$ cat config.mk
export PLATFORM = sky130hd
export DESIGN_NAME = unordered_list_table
export DESIGN_NICKNAME = d
export VERILOG_FILES = /design/src/hdl/ult_pkg.sv /design/src/hdl/ult_ram.sv /design/src/hdl/ult_ctrl.sv /design/src/hdl/unordered_list_table.sv
export VERILOG_INCLUDE_DIRS = /design/src /design/src/hdl
export SDC_FILE = /design/constraint.sdc
export NUM_CORES = 1
export LEC_CHECK = 0
export ABC_AREA = 1
export BUFFER_PORTS_ARGS = -buffer_cell sky130_fd_sc_hd__buf_4
export CAP_MARGIN = 20
export CORE_MARGIN = 2
export CORE_UTILIZATION = 60
export DETAILED_ROUTE_END_ITERATION = 7
export PLACE_DENSITY_LB_ADDON = 0.3
export SLEW_MARGIN = 20
export SYNTH_ARGS = -nofsm -noshare
export SYNTH_HDL_FRONTEND = slang
export SYNTH_SLANG_ARGS = --single-unit
export TNS_END_PERCENT = 5
$ cat constraint.sdc
create_clock -name clk -period 6 [get_ports clk]
set_input_delay 0.6 -clock clk [delete_from_list [all_inputs] [get_ports clk]]
set_output_delay 0.6 -clock clk [all_outputs]
set_load 0.005 [all_outputs]
$ cat src/hdl/assert_macros.svh
// Concurrent assertion macros for the list table RTL.
`ifndef ASSERT_MACROS_SVH
`define ASSERT_MACROS_SVH

`ifndef SYNTH

// Check a condition at every clock edge outside reset.
`define ASSERT_ALWAYS(label, clk, rst_n, cond, msg) \
  label: assert property (@(posedge clk) disable iff (!rst_n) (cond)) else $error(msg);

// Check that a condition implies another in the same cycle.
`define ASSERT_IMPLY(label, clk, rst_n, ante, cons, msg) \
  label: assert property (@(posedge clk) disable iff (!rst_n) (ante) |-> (cons)) \
    else $error(msg);

// Check that a condition implies another in the next cycle.
`define ASSERT_NEXT(label, clk, rst_n, ante, cons, msg) \
  label: assert property (@(posedge clk) disable iff (!rst_n) (ante) |=> (cons)) \
    else $error(msg);

`else

`define ASSERT_ALWAYS(label, clk, rst_n, cond, msg)
`define ASSERT_IMPLY(label, clk, rst_n, ante, cons, msg)
`define ASSERT_NEXT(label, clk, rst_n, ante, cons, msg)

`endif

`endif

$ cat src/hdl/ult_pkg.sv
// Shared constants, operation and status codes and result type for the list table.
`default_nettype none

package ult_pkg;

  localparam int unsigned CAPACITY_DEF = 16;
  localparam int unsigned DATA_W       = 32;
  localparam int unsigned FUNC_W       = 2;
  localparam int unsigned STATUS_W     = 2;
  localparam int unsigned POS_W        = 4;
  localparam int unsigned COUNT_W      = 5;

  // Operation codes
  localparam logic [FUNC_W-1:0] FUNC_APPEND = 2'd0;
  localparam logic [FUNC_W-1:0] FUNC_HEAD   = 2'd1;
  localparam logic [FUNC_W-1:0] FUNC_SEARCH = 2'd2;
  localparam logic [FUNC_W-1:0] FUNC_REMOVE = 2'd3;

  // Status codes
  localparam logic [STATUS_W-1:0] ST_OK        = 2'd0;
  localparam logic [STATUS_W-1:0] ST_FULL      = 2'd1;
  localparam logic [STATUS_W-1:0] ST_NOT_FOUND = 2'd2;

  // Finished result handed from the sequencer to the output register
  typedef struct packed {
    logic                valid;
    logic [STATUS_W-1:0] status;
    logic [POS_W-1:0]    position;
    logic [COUNT_W-1:0]  count;
  } ult_res_t;

endpackage

`default_nettype wire

$ cat src/hdl/ult_ram.sv
// Generic single-clock RAM with one write port and one registered read port.
`default_nettype none

module ult_ram #(
  parameter int unsigned WIDTH = 32,
  parameter int unsigned DEPTH = 16,
  localparam int unsigned AW   = (DEPTH > 1) ? $clog2(DEPTH) : 1
) (
  input  wire logic             clk,
  input  wire logic             we,
  input  wire logic [AW-1:0]    waddr,
  input  wire logic [WIDTH-1:0] wdata,
  input  wire logic [AW-1:0]    raddr,
  output logic      [WIDTH-1:0] rdata
);

  logic [WIDTH-1:0] mem_r [DEPTH];
  logic [WIDTH-1:0] rdata_r;

  // Write and read; the registered read data appears in the next cycle
  always_ff @(posedge clk) begin
    if (we) begin
      mem_r[waddr] <= wdata;
    end
    rdata_r <= mem_r[raddr];
  end

  assign rdata = rdata_r;

endmodule

`default_nettype wire

$ cat src/hdl/ult_ctrl.sv
// Sequencer that walks the entry memory for append, head insert, search and remove.
`default_nettype none

module ult_ctrl #(
  parameter int unsigned CAPACITY = ult_pkg::CAPACITY_DEF,
  localparam int unsigned IDX_W   = (CAPACITY > 1) ? $clog2(CAPACITY) : 1,
  localparam int unsigned CNT_W   = $clog2(CAPACITY + 1)
) (
  input  wire logic                            clk,
  input  wire logic                            rst_n,
  // Request side
  input  wire logic                            in_valid,
  input  wire logic [ult_pkg::FUNC_W-1:0]      in_func,
  input  wire logic [ult_pkg::DATA_W-1:0]      in_value,
  output logic                                 in_stall,
  // Result side
  output ult_pkg::ult_res_t                    res,
  input  wire logic                            res_ready,
  // Entry memory
  output logic                                 mem_we,
  output logic      [IDX_W-1:0]                mem_waddr,
  output logic      [ult_pkg::DATA_W-1:0]      mem_wdata,
  output logic      [IDX_W-1:0]                mem_raddr,
  input  wire logic [ult_pkg::DATA_W-1:0]      mem_rdata
);

  localparam int unsigned PW = (IDX_W > ult_pkg::POS_W) ? IDX_W : ult_pkg::POS_W;
  localparam int unsigned CW = (CNT_W > ult_pkg::COUNT_W) ? CNT_W : ult_pkg::COUNT_W;

  typedef enum logic [5:0] {
    S_IDLE  = 6'b000001,
    S_SCAN  = 6'b000010,
    S_LAST  = 6'b000100,
    S_MOVE  = 6'b001000,
    S_SHIFT = 6'b010000,
    S_DONE  = 6'b100000
  } state_t;

  state_t                        state_r, state_nxt;
  logic [CNT_W-1:0]              cnt_r, cnt_nxt;
  logic [CNT_W-1:0]              ptr_r, ptr_nxt;
  logic                          pend_r, pend_nxt;
  logic [IDX_W-1:0]              src_r, src_nxt;
  logic [IDX_W-1:0]              pos_r, pos_nxt;
  logic [ult_pkg::DATA_W-1:0]    key_r, key_nxt;
  logic                          rm_r, rm_nxt;
  logic [ult_pkg::STATUS_W-1:0]  status_r, status_nxt;

  logic                          full;
  logic                          hit;
  logic [CNT_W-1:0]              cnt_m1;
  logic [CNT_W-1:0]              ptr_m1;
  logic [PW-1:0]                 pos_wide;
  logic [CW-1:0]                 cnt_wide;

  assign full   = (cnt_r == CNT_W'(CAPACITY));
  assign hit    = pend_r && (mem_rdata == key_r);
  assign cnt_m1 = cnt_r - CNT_W'(1);
  assign ptr_m1 = ptr_r - CNT_W'(1);

  // Step the sequencer
  always_comb begin
    state_nxt  = state_r;
    cnt_nxt    = cnt_r;
    ptr_nxt    = ptr_r;
    pend_nxt   = pend_r;
    src_nxt    = src_r;
    pos_nxt    = pos_r;
    key_nxt    = key_r;
    rm_nxt     = rm_r;
    status_nxt = status_r;
    mem_we     = 1'b0;
    mem_waddr  = cnt_r[IDX_W-1:0];
    mem_wdata  = in_value;
    mem_raddr  = ptr_r[IDX_W-1:0];

    case (state_r)
      S_IDLE: begin
        if (in_valid) begin
          pos_nxt    = '0;
          status_nxt = ult_pkg::ST_OK;
          key_nxt    = in_value;
          pend_nxt   = 1'b0;
          case (in_func)
            ult_pkg::FUNC_APPEND: begin
              state_nxt = S_DONE;
              if (full) begin
                status_nxt = ult_pkg::ST_FULL;
              end else begin
                mem_we  = 1'b1;
                cnt_nxt = cnt_r + CNT_W'(1);
              end
            end
            ult_pkg::FUNC_HEAD: begin
              if (full) begin
                status_nxt = ult_pkg::ST_FULL;
                state_nxt  = S_DONE;
              end else begin
                ptr_nxt   = cnt_r;
                state_nxt = S_SHIFT;
              end
            end
            default: begin
              // search, or remove that starts with a search
              ptr_nxt   = '0;
              rm_nxt    = (in_func != ult_pkg::FUNC_SEARCH);
              state_nxt = S_SCAN;
            end
          endcase
        end
      end

      S_SCAN: begin
        if (hit) begin
          pos_nxt   = src_r;
          state_nxt = rm_r ? S_LAST : S_DONE;
        end else if (ptr_r == cnt_r) begin
          status_nxt = ult_pkg::ST_NOT_FOUND;
          pos_nxt    = '0;
          state_nxt  = S_DONE;
        end else begin
          // issue the next read, compare it in the next cycle
          src_nxt  = ptr_r[IDX_W-1:0];
          pend_nxt = 1'b1;
          ptr_nxt  = ptr_r + CNT_W'(1);
        end
      end

      S_LAST: begin
        // fetch the tail entry to fill the hole
        mem_raddr = cnt_m1[IDX_W-1:0];
        state_nxt = S_MOVE;
      end

      S_MOVE: begin
        mem_we    = 1'b1;
        mem_waddr = pos_r;
        mem_wdata = mem_rdata;
        cnt_nxt   = cnt_m1;
        state_nxt = S_DONE;
      end

      S_SHIFT: begin
        // write back the entry read last cycle one slot higher
        if (pend_r) begin
          mem_we    = 1'b1;
          mem_waddr = src_r + IDX_W'(1);
          mem_wdata = mem_rdata;
        end
        if (ptr_r != '0) begin
          mem_raddr = ptr_m1[IDX_W-1:0];
          src_nxt   = ptr_m1[IDX_W-1:0];
          pend_nxt  = 1'b1;
          ptr_nxt   = ptr_m1;
        end else if (pend_r) begin
          pend_nxt = 1'b0;
        end else begin
          mem_we    = 1'b1;
          mem_waddr = '0;
          mem_wdata = key_r;
          cnt_nxt   = cnt_r + CNT_W'(1);
          state_nxt = S_DONE;
        end
      end

      S_DONE: begin
        if (res_ready) begin
          state_nxt = S_IDLE;
        end
      end

      default: begin
        state_nxt = S_IDLE;
      end
    endcase
  end

  // Advance control state
  always_ff @(posedge clk) begin
    if (!rst_n) begin
      state_r <= S_IDLE;
      cnt_r   <= '0;
      pend_r  <= 1'b0;
    end else begin
      state_r <= state_nxt;
      cnt_r   <= cnt_nxt;
      pend_r  <= pend_nxt;
    end
  end

  // Hold working values
  always_ff @(posedge clk) begin
    ptr_r    <= ptr_nxt;
    src_r    <= src_nxt;
    pos_r    <= pos_nxt;
    key_r    <= key_nxt;
    rm_r     <= rm_nxt;
    status_r <= status_nxt;
  end

  // Fit position and count to the result fields
  assign pos_wide = PW'(pos_r);
  assign cnt_wide = CW'(cnt_r);

  assign in_stall     = (state_r != S_IDLE);
  assign res.valid    = (state_r == S_DONE);
  assign res.status   = status_r;
  assign res.position = pos_wide[ult_pkg::POS_W-1:0];
  assign res.count    = cnt_wide[ult_pkg::COUNT_W-1:0];

endmodule

`default_nettype wire

$ cat src/hdl/unordered_list_table.sv
// Top level of the unordered list table: sequencer, entry memory and output register.
// Usage:
//   The in_ channel takes one request (in_func, in_value) when in_valid is high
//   and in_stall is low. Operations: append at tail, insert at head, search,
//   and swap-remove. Each request yields exactly one result on the out_ channel
//   (out_status, out_position, out_count), taken when out_valid is high and
//   out_stall is low.
//   Requests are handled one at a time by a sequencer that walks the entry
//   memory, one read per cycle over its single read port. Append writes
//   at the tail; search reads entries in order until a match or the end
//   of the list; head insert shifts each entry up one slot, then writes the
//   head; remove searches, then moves the tail entry into the hole.
//   The result register frees the sequencer: a new request is taken while an
//   earlier result still waits for the receiver. When the receiver stalls and
//   the register is full, the next result holds in the sequencer and in_stall
//   stays high until the register drains.
//   Reset (rst_n low, synchronous) empties the list; the entry memory is not
//   cleared, and the values of entries at or above the count are never used.
`default_nettype none

`include "assert_macros.svh"

module unordered_list_table #(
  parameter int unsigned CAPACITY = ult_pkg::CAPACITY_DEF
) (
  input  wire logic                                clk,
  input  wire logic                                rst_n,
  input  wire logic                                in_valid,
  input  wire logic        [ult_pkg::FUNC_W-1:0]   in_func,
  input  wire logic signed [ult_pkg::DATA_W-1:0]   in_value,
  output logic                                     in_stall,
  output logic                                     out_valid,
  output logic             [ult_pkg::STATUS_W-1:0] out_status,
  output logic             [ult_pkg::POS_W-1:0]    out_position,
  output logic             [ult_pkg::COUNT_W-1:0]  out_count,
  input  wire logic                                out_stall
);

  localparam int unsigned IDX_W = (CAPACITY > 1) ? $clog2(CAPACITY) : 1;

  ult_pkg::ult_res_t             res;
  logic                          res_ready;
  logic                          mem_we;
  logic [IDX_W-1:0]              mem_waddr;
  logic [ult_pkg::DATA_W-1:0]    mem_wdata;
  logic [IDX_W-1:0]              mem_raddr;
  logic [ult_pkg::DATA_W-1:0]    mem_rdata;

  logic                          out_valid_r, out_valid_nxt;
  logic [ult_pkg::STATUS_W-1:0]  out_status_r;
  logic [ult_pkg::POS_W-1:0]     out_position_r;
  logic [ult_pkg::COUNT_W-1:0]   out_count_r;

  ult_ctrl #(
    .CAPACITY (CAPACITY)
  ) u_ctrl (
    .clk       (clk),
    .rst_n     (rst_n),
    .in_valid  (in_valid),
    .in_func   (in_func),
    .in_value  (in_value),
    .in_stall  (in_stall),
    .res       (res),
    .res_ready (res_ready),
    .mem_we    (mem_we),
    .mem_waddr (mem_waddr),
    .mem_wdata (mem_wdata),
    .mem_raddr (mem_raddr),
    .mem_rdata (mem_rdata)
  );

  ult_ram #(
    .WIDTH (ult_pkg::DATA_W),
    .DEPTH (CAPACITY)
  ) u_ram (
    .clk   (clk),
    .we    (mem_we),
    .waddr (mem_waddr),
    .wdata (mem_wdata),
    .raddr (mem_raddr),
    .rdata (mem_rdata)
  );

  // Load the result register when it is empty or draining
  assign res_ready = !out_valid_r || !out_stall;

  always_comb begin
    out_valid_nxt = out_valid_r;
    if (res_ready) begin
      out_valid_nxt = res.valid;
    end
  end

  always_ff @(posedge clk) begin
    if (!rst_n) begin
      out_valid_r <= 1'b0;
    end else begin
      out_valid_r <= out_valid_nxt;
    end
  end

  always_ff @(posedge clk) begin
    if (res_ready && res.valid) begin
      out_status_r   <= res.status;
      out_position_r <= res.position;
      out_count_r    <= res.count;
    end
  end

  assign out_valid    = out_valid_r;
  assign out_status   = out_status_r;
  assign out_position = out_position_r;
  assign out_count    = out_count_r;

  // Assertions
  `ASSERT_NEXT(a_busy_after_req, clk, rst_n, in_valid && !in_stall, in_stall,
               "request accepted but sequencer not busy")
  `ASSERT_IMPLY(a_fail_pos_zero, clk, rst_n,
                out_valid_r && (out_status_r != ult_pkg::ST_OK), out_position_r == '0,
                "failed request reports a nonzero position")
  `ASSERT_IMPLY(a_status_legal, clk, rst_n, out_valid_r,
                (out_status_r == ult_pkg::ST_OK) || (out_status_r == ult_pkg::ST_FULL) ||
                (out_status_r == ult_pkg::ST_NOT_FOUND),
                "illegal status code")
  `ASSERT_NEXT(a_result_held, clk, rst_n, res.valid && !res_ready,
               res.valid && $stable(res.status) && $stable(res.position),
               "pending result lost while output is stalled")

endmodule

`default_nettype wire

==> flow_summary_export.csv, run 1 <==
group,metric,value,unit
pwr,power.share.clock,0.368,
die,floorplan.core_area,0.0442,mm^2
critical_path,slowest_delay,910,ps
min_path,hold_crit_path_type,"in2reg",
timing,max_freq,253,MHz
timing,min_period,3950,ps
timing,setup-tns-final,0,ps
critical_path,worstPathCellList,"inv_1, ha_1, nand3_2, clkinv_2, nand2_2, nand2_1, inv_2, a21oi_1, nand2_1, nor2_4, buf_4",
drt,vias_per_cell,5.74,
die,die_w,216,um
critical_path,worst-setup-path-type,"reg2reg",
layout,finalNetCount,2682,
critical_path,critPathSlowestCell,"sky130_fd_sc_hd__nor2_4",
pwr,power_leakage,0.0123,uW
yosys,post_synth.cell_area_avg,10.4,um^2
drt,drc_errors,0,
drt,detailedRoute.firstIterationViolations,2236,
global_routing,grt_first_pass_wirelength,105,mm
pwr,p_comb_frac,0.132,
yosys,synth_seq_cells,616,
clocking,cts_inserted_buffers,60,
timing,rsz0062_at_grt,"false",
placed_design,detailed_place.area,0.0280,mm^2
timing,final_clock_period_utilization_by_the_worst_path,0.658,
clocking,cts_repair_resize_count,0,
layout,final_util,0.680,
clocking,htreeDepth,2,
layout,post_route_cells_drive_above_1_share,0.0893,
critical_path,worstSetupStartpointType,"flop",
drt,via_total_after_detailed_routing,18800,
clocking,postCtsSetupBuffers,0,
clocking,cts.sink_count,616,
placed_design,gp_congestion,0.956,
yosys,synthesis.area,0.0268,mm^2
critical_path,cpLargestDelayFamily,"simple AND/OR/NAND/NOR gates",
yosys,netlist_instances,2590,
timing,setup_violations,0,
die,die_area,0.0465,mm^2
critical_path,path_common_cell,"sky130_fd_sc_hd__nand2_1",
die,std_cell_rows,77,
die,boundary_pin_count,51,
yosys,yosysSeqAreaShare,0.672,
clocking,cts.clk_slew.worst_paths,60,ps
global_routing,antenna_found_initial,0,
global_routing,grt_max_degree,161,
critical_path,worst-path-max-fanout,35,
global_routing,globalRoute.totalOverflow,0,
placed_design,io_buffer_count,50,
clocking,cts_tree,"done",
layout,n_antenna_cell,0,
drt,drt_wl_total,68.8,mm
drt,drt-pass1-iter-count,6,
global_routing,grt_pass1_vias,18200,
job,maxCapViolations,0,
yosys,ys_warn_count,0,
yosys,synth_flop_cell,"sky130_fd_sc_hd__edfxtp_1",
timing,final_hold_viol_count,0,
pwr,power.internal,7270,uW
pwr,switching_share,0.267,
drt,antenna_violating_nets_post_route,0,
pwr,power.net_switching,2650,uW
timing,slew-limit-headroom,0.264,
critical_path,crit_buf_inv,4,
layout,layout_commonest_cell,"sky130_fd_sc_hd__nand2_1",
timing,tightest_slew,1100,ps
clocking,clock_tree.root_cell,"sky130_fd_sc_hd__clkbuf_16",
clocking,insertion_delay,640,ps
yosys,synth_edf_count,571,
pwr,seq_pwr_share,0.500,
timing,drv_slew,0,
status,outcome,"completed",
layout,post-route-cell-area,0.0301,mm^2
pwr,powerDensity,330,mW/mm^2
drt,routedWlPerCell,21.0,um
critical_path,worst_ep_arrival_time,4250,ps
clocking,postCtsHoldBufs,0,
clocking,cts_buffer_depth,3,
die,initial_core_util,0.607,
placed_design,hpwl,42.6,mm
pwr,highest_ir_drop_seen_on_vdd,0.234,mV
critical_path,timing.critical_path.to_type,"flop",
layout,mostFrequentLayoutCells,"sky130_fd_sc_hd__nand2_1 (887), sky130_fd_sc_hd__edfxtp_1 (571), sky130_fd_sc_hd__inv_1 (329)",
layout,syn2layout_area_growth,12.1,%
die,die_h,216,um
yosys,synthArstFlopShare,0,
yosys,postSynthNetCount,2636,
critical_path,crit_required,6300,ps
global_routing,groute.usage.overall,0.297,
yosys,synth_cell_types,45,
timing,fin_skew,26.8,ps
critical_path,reg2reg_slack,2050,ps
==> kinds of logic (layout without fill, tap and decap cells) <==
logic type | count (synthesis) | count (layout) | synth area share
simple gates | 1320 | 1320 | 0.205
flops | 616 | 616 | 0.672
buf+inv | 453 | 550 | 0.0726
compound gates | 173 | 173 | 0.0404
xor+xnor | 20 | 20 | 0.00652
fa+ha+maj | 8 | 8 | 0.00373
==> power by group through the flow <==
| stage | Combinational [uW] | Sequential (uW) | Clock (uW) |
|---|---|---|---|
| after floorplan | 919 | 4970 | 0 |
| after global placement | 1250 | 5040 | 0 |
| after detailed placement | 1280 | 5040 | 0 |
| after CTS | 1290 | 4950 | 3680 |
| after global routing | 1440 | 4960 | 3840 |
| final | 1310 | 4960 | 3650 |
==> cell type report <==
class | instances | area, um^2
repair buffers | 100 | 1020
fillers | 3191 | 14100
clock buffers | 82 | 1670
multi-input cells | 1521 | 7090
flip-flops and latches | 616 | 18000
clock inverters | 31 | 253
well taps | 592 | 741
inverters | 337 | 1270
==> sequential cells by signal (all words and copies together) (netlist names) <==
signal	cells
out_valid	1
u_ctrl.pos_r	4
out_status	2
u_ctrl.status_r	2
u_ctrl.pend_r	1
out_position	4
u_ctrl.ptr_r	5
u_ram.rdata	32
u_ctrl.src_r	4
u_ctrl.cnt_r	5
u_ctrl.state_r	6
out_count	5
u_ram.mem_r	512
u_ctrl.rm_r	1
u_ctrl.key_r	32
==> final timing paths <==
kind                                         start                       endpoint  cells after the start
setup / recovery         u_ctrl.ptr_r[0]$_DFFE_PP_  u_ram.mem_r[12][20]$_DFFE_PP_                     11
hold / removal                        in_value[27]     u_ctrl.key_r[27]$_DFFE_PP_                      1
setup reg to reg         u_ctrl.ptr_r[0]$_DFFE_PP_  u_ram.mem_r[12][20]$_DFFE_PP_                     11
hold reg to reg   u_ctrl.status_r[1]$_SDFFCE_PP1P_        out_status[1]$_DFFE_PP_                      0
==> synth_stat cells, types with 3 or more instances <==
cell,n,area [um^2]
sky130_fd_sc_hd__a211oi_1,3,22.5
sky130_fd_sc_hd__a21oi_1,19,95.1
sky130_fd_sc_hd__a31oi_1,3,18.8
sky130_fd_sc_hd__buf_1,11,41.3
sky130_fd_sc_hd__buf_2,46,230
sky130_fd_sc_hd__buf_4,6,45.0
sky130_fd_sc_hd__buf_6,21,236
sky130_fd_sc_hd__clkbuf_1,31,116
sky130_fd_sc_hd__dfxtp_1,45,901
sky130_fd_sc_hd__edfxtp_1,571,17100
sky130_fd_sc_hd__ha_1,8,100
sky130_fd_sc_hd__inv_1,330,1240
sky130_fd_sc_hd__inv_2,5,18.8
sky130_fd_sc_hd__nand2_1,889,3340
sky130_fd_sc_hd__nand2_2,3,18.8
sky130_fd_sc_hd__nand3_1,292,1460
sky130_fd_sc_hd__nand4_1,21,131
sky130_fd_sc_hd__nor2_1,78,293
sky130_fd_sc_hd__nor2_2,4,25.0
sky130_fd_sc_hd__nor3_1,14,70.1
sky130_fd_sc_hd__nor4_1,4,25.0
sky130_fd_sc_hd__o211ai_1,35,263
sky130_fd_sc_hd__o21ai_0,30,150
sky130_fd_sc_hd__o21ai_1,48,240
sky130_fd_sc_hd__o221ai_1,26,228
sky130_fd_sc_hd__o31ai_1,3,22.5
sky130_fd_sc_hd__or2_2,4,25.0
sky130_fd_sc_hd__xnor2_1,12,105
sky130_fd_sc_hd__xor2_1,8,70.1
==> metrics by stage <==
stage	instances	hold slack (ps)	power, uW	worst slack, ps
6_report	3279	161	9920	2050
5_1_grt	3279	143	10300	1850
4_1_cts	3274	133	9920	2080
3_5_place_dp	3161	419	6320	2090
3_3_place_gp	3152	402	6290	2260
2_1_floorplan	2590	400	5890	1300
==> metal layers <==
metal  global-route usage  share of wire  wire, um  vias to the layer above
met5                    0              0         0                        -
met4                0.108          0.032      2220                        0
met3               0.0482           0.10      7120                      141
met2                0.472           0.46     31900                     1037
met1                0.420           0.40     27500                     8903
li1                     -              -         -                     8728
Power figures use the tool's default switching activity.
==> run 2, diff against run 1 <==
--- a/config.mk
+++ b/config.mk
@@ -6,11 +6,11 @@
 export SDC_FILE = /design/constraint.sdc
 export NUM_CORES = 1
 export LEC_CHECK = 0
-export ABC_AREA = 1
+export ABC_AREA = 0
 export BUFFER_PORTS_ARGS = -buffer_cell sky130_fd_sc_hd__buf_4
 export CAP_MARGIN = 20
 export CORE_MARGIN = 2
-export CORE_UTILIZATION = 60
+export CORE_UTILIZATION = 56
 export DETAILED_ROUTE_END_ITERATION = 7
 export PLACE_DENSITY_LB_ADDON = 0.3
 export SLEW_MARGIN = 20
==> constraint.sdc (replaced) <==
create_clock -name clk -period 3.52 [get_ports clk]
set_input_delay 0.352 -clock clk [delete_from_list [all_inputs] [get_ports clk]]
set_output_delay 0.352 -clock clk [all_outputs]
set_load 0.005 [all_outputs]
==> run 2 against run 1 <==
Effect of this change: critical path depth is 1 lower; sequential share of layout area grew 1.5 points; global-route usage rose by 0.074 points; utilization shrank 1.9 points; synthesized cell count is 32% lower; critical endpoint is now u_ram.mem_r[7][30]$_DFFE_PP_.
==> flow_summary_export.csv, run 2 <==
group,metric,value,unit
status,outcome,"completed",
placed_design,gp_congestion,0.922,
yosys,synth_top_area_frac,0.676,
drt,vias_per_cell,6.91,
layout,largest_register_ffs,512,
timing,slew-limit-headroom,0.526,
job,maxCapViolations,0,
pwr,p_comb_frac,0.121,
pwr,post-layout-total-power,16700,uW
drt,detailedRoute.firstIterationViolations,2533,
pwr,power_leakage,0.00988,uW
pwr,powerDensity,568,mW/mm^2
timing,setup_violations,0,
pwr,switching_share,0.247,
placed_design,placed_cells_incl_taps,2349,
timing,final_clock_period_utilization_by_the_worst_path,0.956,
pwr,power.share.clock,0.376,
min_path,min-delay-start,"rst_n",
yosys,synth_commonest_cells,"sky130_fd_sc_hd__edfxtp_1 (571), sky130_fd_sc_hd__o21ai_0 (137), sky130_fd_sc_hd__a32oi_1 (128)",
layout,top_register,"u_ram.mem_r",
clocking,cts.clk_slew.worst_paths,60,ps
critical_path,reg2reg_slack,150,ps
timing,min_period,3370,ps
critical_path,worstSetupStartpointType,"flop",
yosys,netlist_instances,1766,
timing,setup-tns-final,0,ps
critical_path,crit_required,3840,ps
global_routing,globalRoute.totalOverflow,0,
critical_path,critPathSlowestCell,"sky130_fd_sc_hd__or4b_1",
timing,final_hold_viol_count,0,
timing,whs,38.7,ps
layout,n_antenna_cell,0,
pwr,highest_ir_drop_seen_on_vdd,0.401,mV
timing,drv_slew,0,
drt,drc_errors,0,
clocking,cts_inserted_buffers,58,
critical_path,timing.critical_path.to_type,"flop",
global_routing,grt_pass1_vias,16800,
layout,post_route_cells_drive_above_1_share,0.143,
yosys,netlist.top_cell.by_area,"sky130_fd_sc_hd__edfxtp_1",
pwr,seq_pwr_share,0.503,
layout,syn2layout_area_growth,15.8,%
placed_design,io_buffer_count,50,
yosys,post_synth.cell_area_avg,14.4,um^2
layout,mostFrequentLayoutCells,"sky130_fd_sc_hd__edfxtp_1 (571), sky130_fd_sc_hd__o21ai_0 (137), sky130_fd_sc_hd__a32oi_1 (128)",
clocking,insertion_delay,640,ps
layout,layout_commonest_cell,"sky130_fd_sc_hd__edfxtp_1",
yosys,ys_top_cells_by_area,"sky130_fd_sc_hd__edfxtp_1 (68%), sky130_fd_sc_hd__a32oi_1 (4.4%), sky130_fd_sc_hd__dfxtp_1 (3.6%), sky130_fd_sc_hd__o21ai_0 (2.7%), sky130_fd_sc_hd__a21o_1 (1.9%)",
die,die_area,0.0470,mm^2
drt,drt_wl_total,70.0,mm
clocking,postCtsSetupBuffers,0,
die,floorplan.core_area,0.0444,mm^2
clocking,clock_tree.root_cell,"sky130_fd_sc_hd__clkbuf_16",
clocking,cts_repair_resize_count,0,
timing,fin_skew,21.0,ps
clocking,htreeDepth,2,
layout,final_cell_count_no_fill,2489,
placed_design,hpwl,41.0,mm
critical_path,worst-path-max-fanout,18,
clocking,cts.sink_count,616,
min_path,number_of_instances_on_the_worst_hold_path,2,
clocking,cts_buffer_depth,3,
placed_design,pre_cts_slack,235,ps
yosys,synthMostInstantiatedCell,"sky130_fd_sc_hd__edfxtp_1",
yosys,synthesis.area,0.0254,mm^2
yosys,synth_cell_types,71,
timing,tightest_slew,709,ps
critical_path,regToRegStartpoint,"u_ctrl.ptr_r[0]$_DFFE_PP_",
yosys,postSynthNetCount,1812,
drt,via_total_after_detailed_routing,17200,
die,die_h,217,um
critical_path,crit-reg2reg-capture,"u_ram.mem_r[7][30]$_DFFE_PP_",
drt,routedWlPerCell,28.1,um
min_path,hold_end,"u_ctrl.state_r[0]$_SDFFE_PN1P_",
timing,setup_ws,155,ps
critical_path,slowest_delay,610,ps
timing,rsz0062_at_grt,"false",
critical_path,worst-setup-path-type,"reg2reg",
die,die_w,217,um
yosys,synth_flop_cell,"sky130_fd_sc_hd__edfxtp_1",
die,boundary_pin_count,51,
yosys,yosysSeqAreaShare,0.712,
global_routing,groute.usage.overall,0.298,
global_routing,grt_first_pass_wirelength,104,mm
drt,antenna_violating_nets_post_route,0,
global_routing,grt_max_degree,102,
yosys,synth_edf_count,571,
drt,drt-pass1-iter-count,7,
layout,finalNetCount,1895,
min_path,hold_crit_path_type,"in2reg",
die,std_cell_rows,77,
die,initial_core_util,0.571,
pwr,power.internal,12600,uW
critical_path,worst_ep_arrival_time,3690,ps
yosys,ys_warn_count,0,
yosys,synthArstFlopShare,0,
global_routing,antenna_found_initial,0,
timing,max_freq,297,MHz
critical_path,worstPathCellList,"inv_1, ha_1, or4b_1, nand2_1, o21ai_0, a221oi_1, buf_4, nand3b_1, nor2_4, buf_12",
critical_path,rr_worst_depth,10,
pwr,power.net_switching,4110,uW
clocking,cts_tree,"done",
yosys,synth_seq_cells,616,
run 2: cell types whose count changed in the layout (fill, tap and decap cells not counted), sizes merged, moves of 40 or more:
cell,previous run,this run
a32oi,0,128
nand2,892,89
inv,335,43
a21o,0,65
nor2,85,29
nand3,293,72
o21ai,78,140
buf,100,150
and3,1,41
a21oi,19,76
run 2: per-stage QoR:
step                utilization  cell area (um^2)
CTS                       0.661             29400
floorplan                     -             25400
detailed placement        0.611             27100
global placement          0.611             27100
global route              0.661             29400
finish                    0.661             29400
run 2: power groups by stage:
stage	Combinational, uW	Clock (uW)	Sequential [uW]
2_1_floorplan	1230	0	8480
3_3_place_gp	1900	0	8520
3_5_place_dp	1940	0	8530
4_1_cts	1980	6340	8370
5_1_grt	2140	6600	8390
6_report	2020	6280	8380
run 2: area by class of cell:
cell class	instances	area, um^2
Tap cell	592	741
Fill cell	3009	15000
Clock buffer	80	1610
Inverter	43	161
Multi-Input combinational cell	948	6610
Timing Repair Buffer	182	1900
Sequential cell	616	18000
Clock inverter	28	304
run 2: routing by layer:
layer,track usage,vias up,wire length (um)
met5,0,-,0
met4,0.122,0,2620
met3,0.0523,195,7650
met2,0.476,1129,33200
met1,0.410,8561,26500
li1,-,7304,-
run 2: what timing repair did:
item                                    4_1_cts  5_1_grt
hold buffers                                 32        0
endpoints found under the setup margin        0        0
hold endpoints to repair                     32        0
run 2: worst max-delay path by stage:
stage	start	endpoint	cells after the start	slack, ps
after detailed placement	u_ctrl.ptr_r[0]$_DFFE_PP_	u_ram.mem_r[7][23]$_DFFE_PP_	10	230
after floorplan	u_ctrl.ptr_r[0]$_DFFE_PP_	u_ram.mem_r[11][0]$_DFFE_PP_	11	-140
after global placement	u_ctrl.ptr_r[0]$_DFFE_PP_	u_ram.mem_r[7][29]$_DFFE_PP_	10	220
final	u_ctrl.ptr_r[0]$_DFFE_PP_	u_ram.mem_r[7][30]$_DFFE_PP_	10	150
after global routing	u_ctrl.ptr_r[1]$_DFFE_PP_	u_ram.mem_r[7][25]$_DFFE_PP_	10	10
after CTS	u_ctrl.ptr_r[0]$_DFFE_PP_	u_ram.mem_r[7][25]$_DFFE_PP_	10	200
run 2: cell families (layout without fill, tap and decap cells):
kind of cell,count (synthesis),count (layout),synth area share
compound gates,602,602,0.173
xor+xnor,47,47,0.0162
fa+ha+maj,8,8,0.00395
buf+inv,202,333,0.0358
flops,616,616,0.712
simple gates,291,291,0.0589
run 2: critical path: cells and delay by family (launching register included):
kind	cells	cell delay [ps]
AO/OA/AOI/OAI	2	460
adder cells (fa/ha/maj)	1	140
buffers and inverters	3	560
flip-flops	1	380
AND/OR/NAND/NOR	4	1480
==> run 3, diff against run 2 <==
--- a/config.mk
+++ b/config.mk
@@ -10,7 +10,7 @@
 export BUFFER_PORTS_ARGS = -buffer_cell sky130_fd_sc_hd__buf_4
 export CAP_MARGIN = 20
 export CORE_MARGIN = 2
-export CORE_UTILIZATION = 56
+export CORE_UTILIZATION = 49
 export DETAILED_ROUTE_END_ITERATION = 7
 export PLACE_DENSITY_LB_ADDON = 0.3
 export SLEW_MARGIN = 20
==> run 3 against run 2 <==
Effect of this change: worst hold slack worse by 4.8 ps; setup slack lost 2.0 ps; register-to-register slack is essentially flat; design area up 0.60%; via count shrank 2.4%; sequential share of layout area decreased by 0.36 points; first-iteration DRC count decreased by 11%; critical path type unchanged.
==> flow_summary_export.csv, run 3 (synthesis gave the netlist of run 2 again) <==
group,metric,value,unit
status,outcome,"completed",
global_routing,grt_pass1_vias,16200,
clocking,cts.sink_count,616,
timing,setup_ws,153,ps
layout,syn2layout_area_growth,16.5,%
clocking,clock_tree.root_cell,"sky130_fd_sc_hd__clkbuf_16",
job,maxCapViolations,0,
timing,whs,33.8,ps
critical_path,worst-setup-path-type,"reg2reg",
layout,largest_register_ffs,512,
clocking,cts_buffer_depth,3,
pwr,highest_ir_drop_seen_on_vdd,0.409,mV
layout,final_util,0.577,
critical_path,rr_worst_depth,10,
drt,detailedRoute.firstIterationViolations,2264,
drt,drt-pass1-iter-count,6,
drt,via_total_after_detailed_routing,16800,
timing,tightest_slew,731,ps
clocking,htreeDepth,2,
layout,mostFrequentLayoutCells,"sky130_fd_sc_hd__edfxtp_1 (571), sky130_fd_sc_hd__o21ai_0 (137), sky130_fd_sc_hd__a32oi_1 (128)",
global_routing,grt_first_pass_wirelength,99.9,mm
pwr,powerDensity,568,mW/mm^2
timing,max_freq,297,MHz
pwr,power_leakage,0.00989,uW
die,initial_core_util,0.495,
clocking,postCtsSetupBuffers,0,
die,floorplan.core_area,0.0512,mm^2
clocking,insertion_delay,640,ps
min_path,number_of_instances_on_the_worst_hold_path,2,
placed_design,io_buffer_count,50,
critical_path,timing.critical_path.to_type,"flop",
layout,top_register,"u_ram.mem_r",
layout,layout.area.seq,0.0180,mm^2
timing,drv_slew,0,
timing,setup_violations,0,
drt,vias_per_cell,6.51,
clocking,cts_tree,"done",
timing,final_hold_viol_count,0,
placed_design,gp_congestion,0.925,
placed_design,hpwl,37.7,mm
layout,filler_cell_count,3863,
drt,antenna_violating_nets_post_route,0,
global_routing,grt_max_degree,129,
drt,routedWlPerCell,26.1,um
drt,drc_errors,0,
timing,fin_skew,20.0,ps
timing,min_period,3370,ps
placed_design,pre_cts_slack,104,ps
die,std_cell_rows,83,
timing,rsz0062_at_grt,"false",
clocking,cts.clk_slew.worst_paths,60,ps
die,die_w,231,um
die,die_h,231,um
global_routing,antenna_found_initial,0,
global_routing,groute.usage.overall,0.247,
layout,finalNetCount,1893,
clocking,cts_inserted_buffers,59,
layout,multiInputGateArea,0.00665,mm^2
timing,final_clock_period_utilization_by_the_worst_path,0.957,
critical_path,worst_ep_arrival_time,3680,ps
die,boundary_pin_count,51,
critical_path,worstSetupStartpointType,"flop",
drt,drt_wl_total,67.3,mm
timing,slew-limit-headroom,0.512,
global_routing,globalRoute.totalOverflow,0,
min_path,hold_crit_path_type,"in2reg",
layout,layout_commonest_cell,"sky130_fd_sc_hd__edfxtp_1",
layout,post_route_cells_drive_above_1_share,0.143,
critical_path,crit_required,3830,ps
die,die_area,0.0536,mm^2
critical_path,worst-path-max-fanout,32,
## run 3: cell count changes in the layout (fill, tap and decap cells not counted), sizes merged
cell / previous run / this run
nor2: 29 / 30
bufinv: 6 / 5
o22a: 3 / 4
clkinv: 20 / 18
diode: 0 / 1
dlygate4sd3: 32 / 35
clkbuf: 80 / 87
clkinvlp: 2 / 0
inv: 43 / 44
buf: 150 / 142
## run 3: cell type report
type	instances	area share
Inverter	43	0.00546
Clock buffer	87	0.0569
Tap cell	680	0.0288
Timing Repair Buffer	177	0.0637
Clock inverter	24	0.00923
Multi-Input combinational cell	950	0.225
Antenna cell	1	0.0000847
Sequential cell	616	0.611
## run 3: final timing paths
path                                                endpoint                              from  slack, ps
worst min register to register       out_status[0]$_DFFE_PP_  u_ctrl.status_r[0]$_SDFFCE_PP0P_        440
worst max-delay path            u_ram.mem_r[3][22]$_DFFE_PP_    u_ctrl.state_r[5]$_SDFFE_PN0P_        150
worst max register to register  u_ram.mem_r[3][22]$_DFFE_PP_    u_ctrl.state_r[5]$_SDFFE_PN0P_        150
worst min-delay path                   u_ctrl.rm_r$_DFFE_PP_                        in_func[0]         30
## run 3: critical path, stage by stage (launching register included)
cell                      delay (ps)
sky130_fd_sc_hd__dfxtp_1         360
sky130_fd_sc_hd__or4_1           670
sky130_fd_sc_hd__nor3b_2         200
sky130_fd_sc_hd__buf_4           190
sky130_fd_sc_hd__o22ai_4         100
sky130_fd_sc_hd__buf_4           200
sky130_fd_sc_hd__a221o_1         340
sky130_fd_sc_hd__nor2_1          220
sky130_fd_sc_hd__nand2_1         300
sky130_fd_sc_hd__nor2_4          200
sky130_fd_sc_hd__buf_12          250
## run 3: power by group
group / switching (uW) / leakage, uW / internal [uW]
registers: 139 / 0.00554 / 8230
clock network: 2700 / 0.000953 / 3670
logic: 1320 / 0.00340 / 726
total: 4160 / 0.00989 / 12600
## run 3: routing by layer
metal  wire length, um  global-route usage  vias to the layer above
met5                 0                   0                        -
met4              1860              0.0808                        0
met3              5360              0.0347                      135
met2             32200               0.399                      837
met1             27900               0.347                     8489
li1                  -                   -                     7309
## run 3: per-stage QoR
| stage | cell area [um^2] | setup TNS, ps | cells | total power, uW |
|---|---|---|---|---|
| after floorplan | 25400 | -39140 | 1766 | 9700 |
| after detailed placement | 27200 | 0 | 2429 | 10500 |
| after CTS | 29500 | 0 | 2575 | 16800 |
| after global placement | 27200 | 0 | 2428 | 10400 |
| after global routing | 29500 | 0 | 2577 | 17300 |
| final | 29500 | 0 | 2578 | 16800 |
## run 3: timing repair
item / 4_1_cts / 5_1_grt
resized for setup: 0 / 4
hold buffers: 35 / 0
endpoints found under the setup margin: 0 / 51
endpoints found under the hold margin: 35 / 0
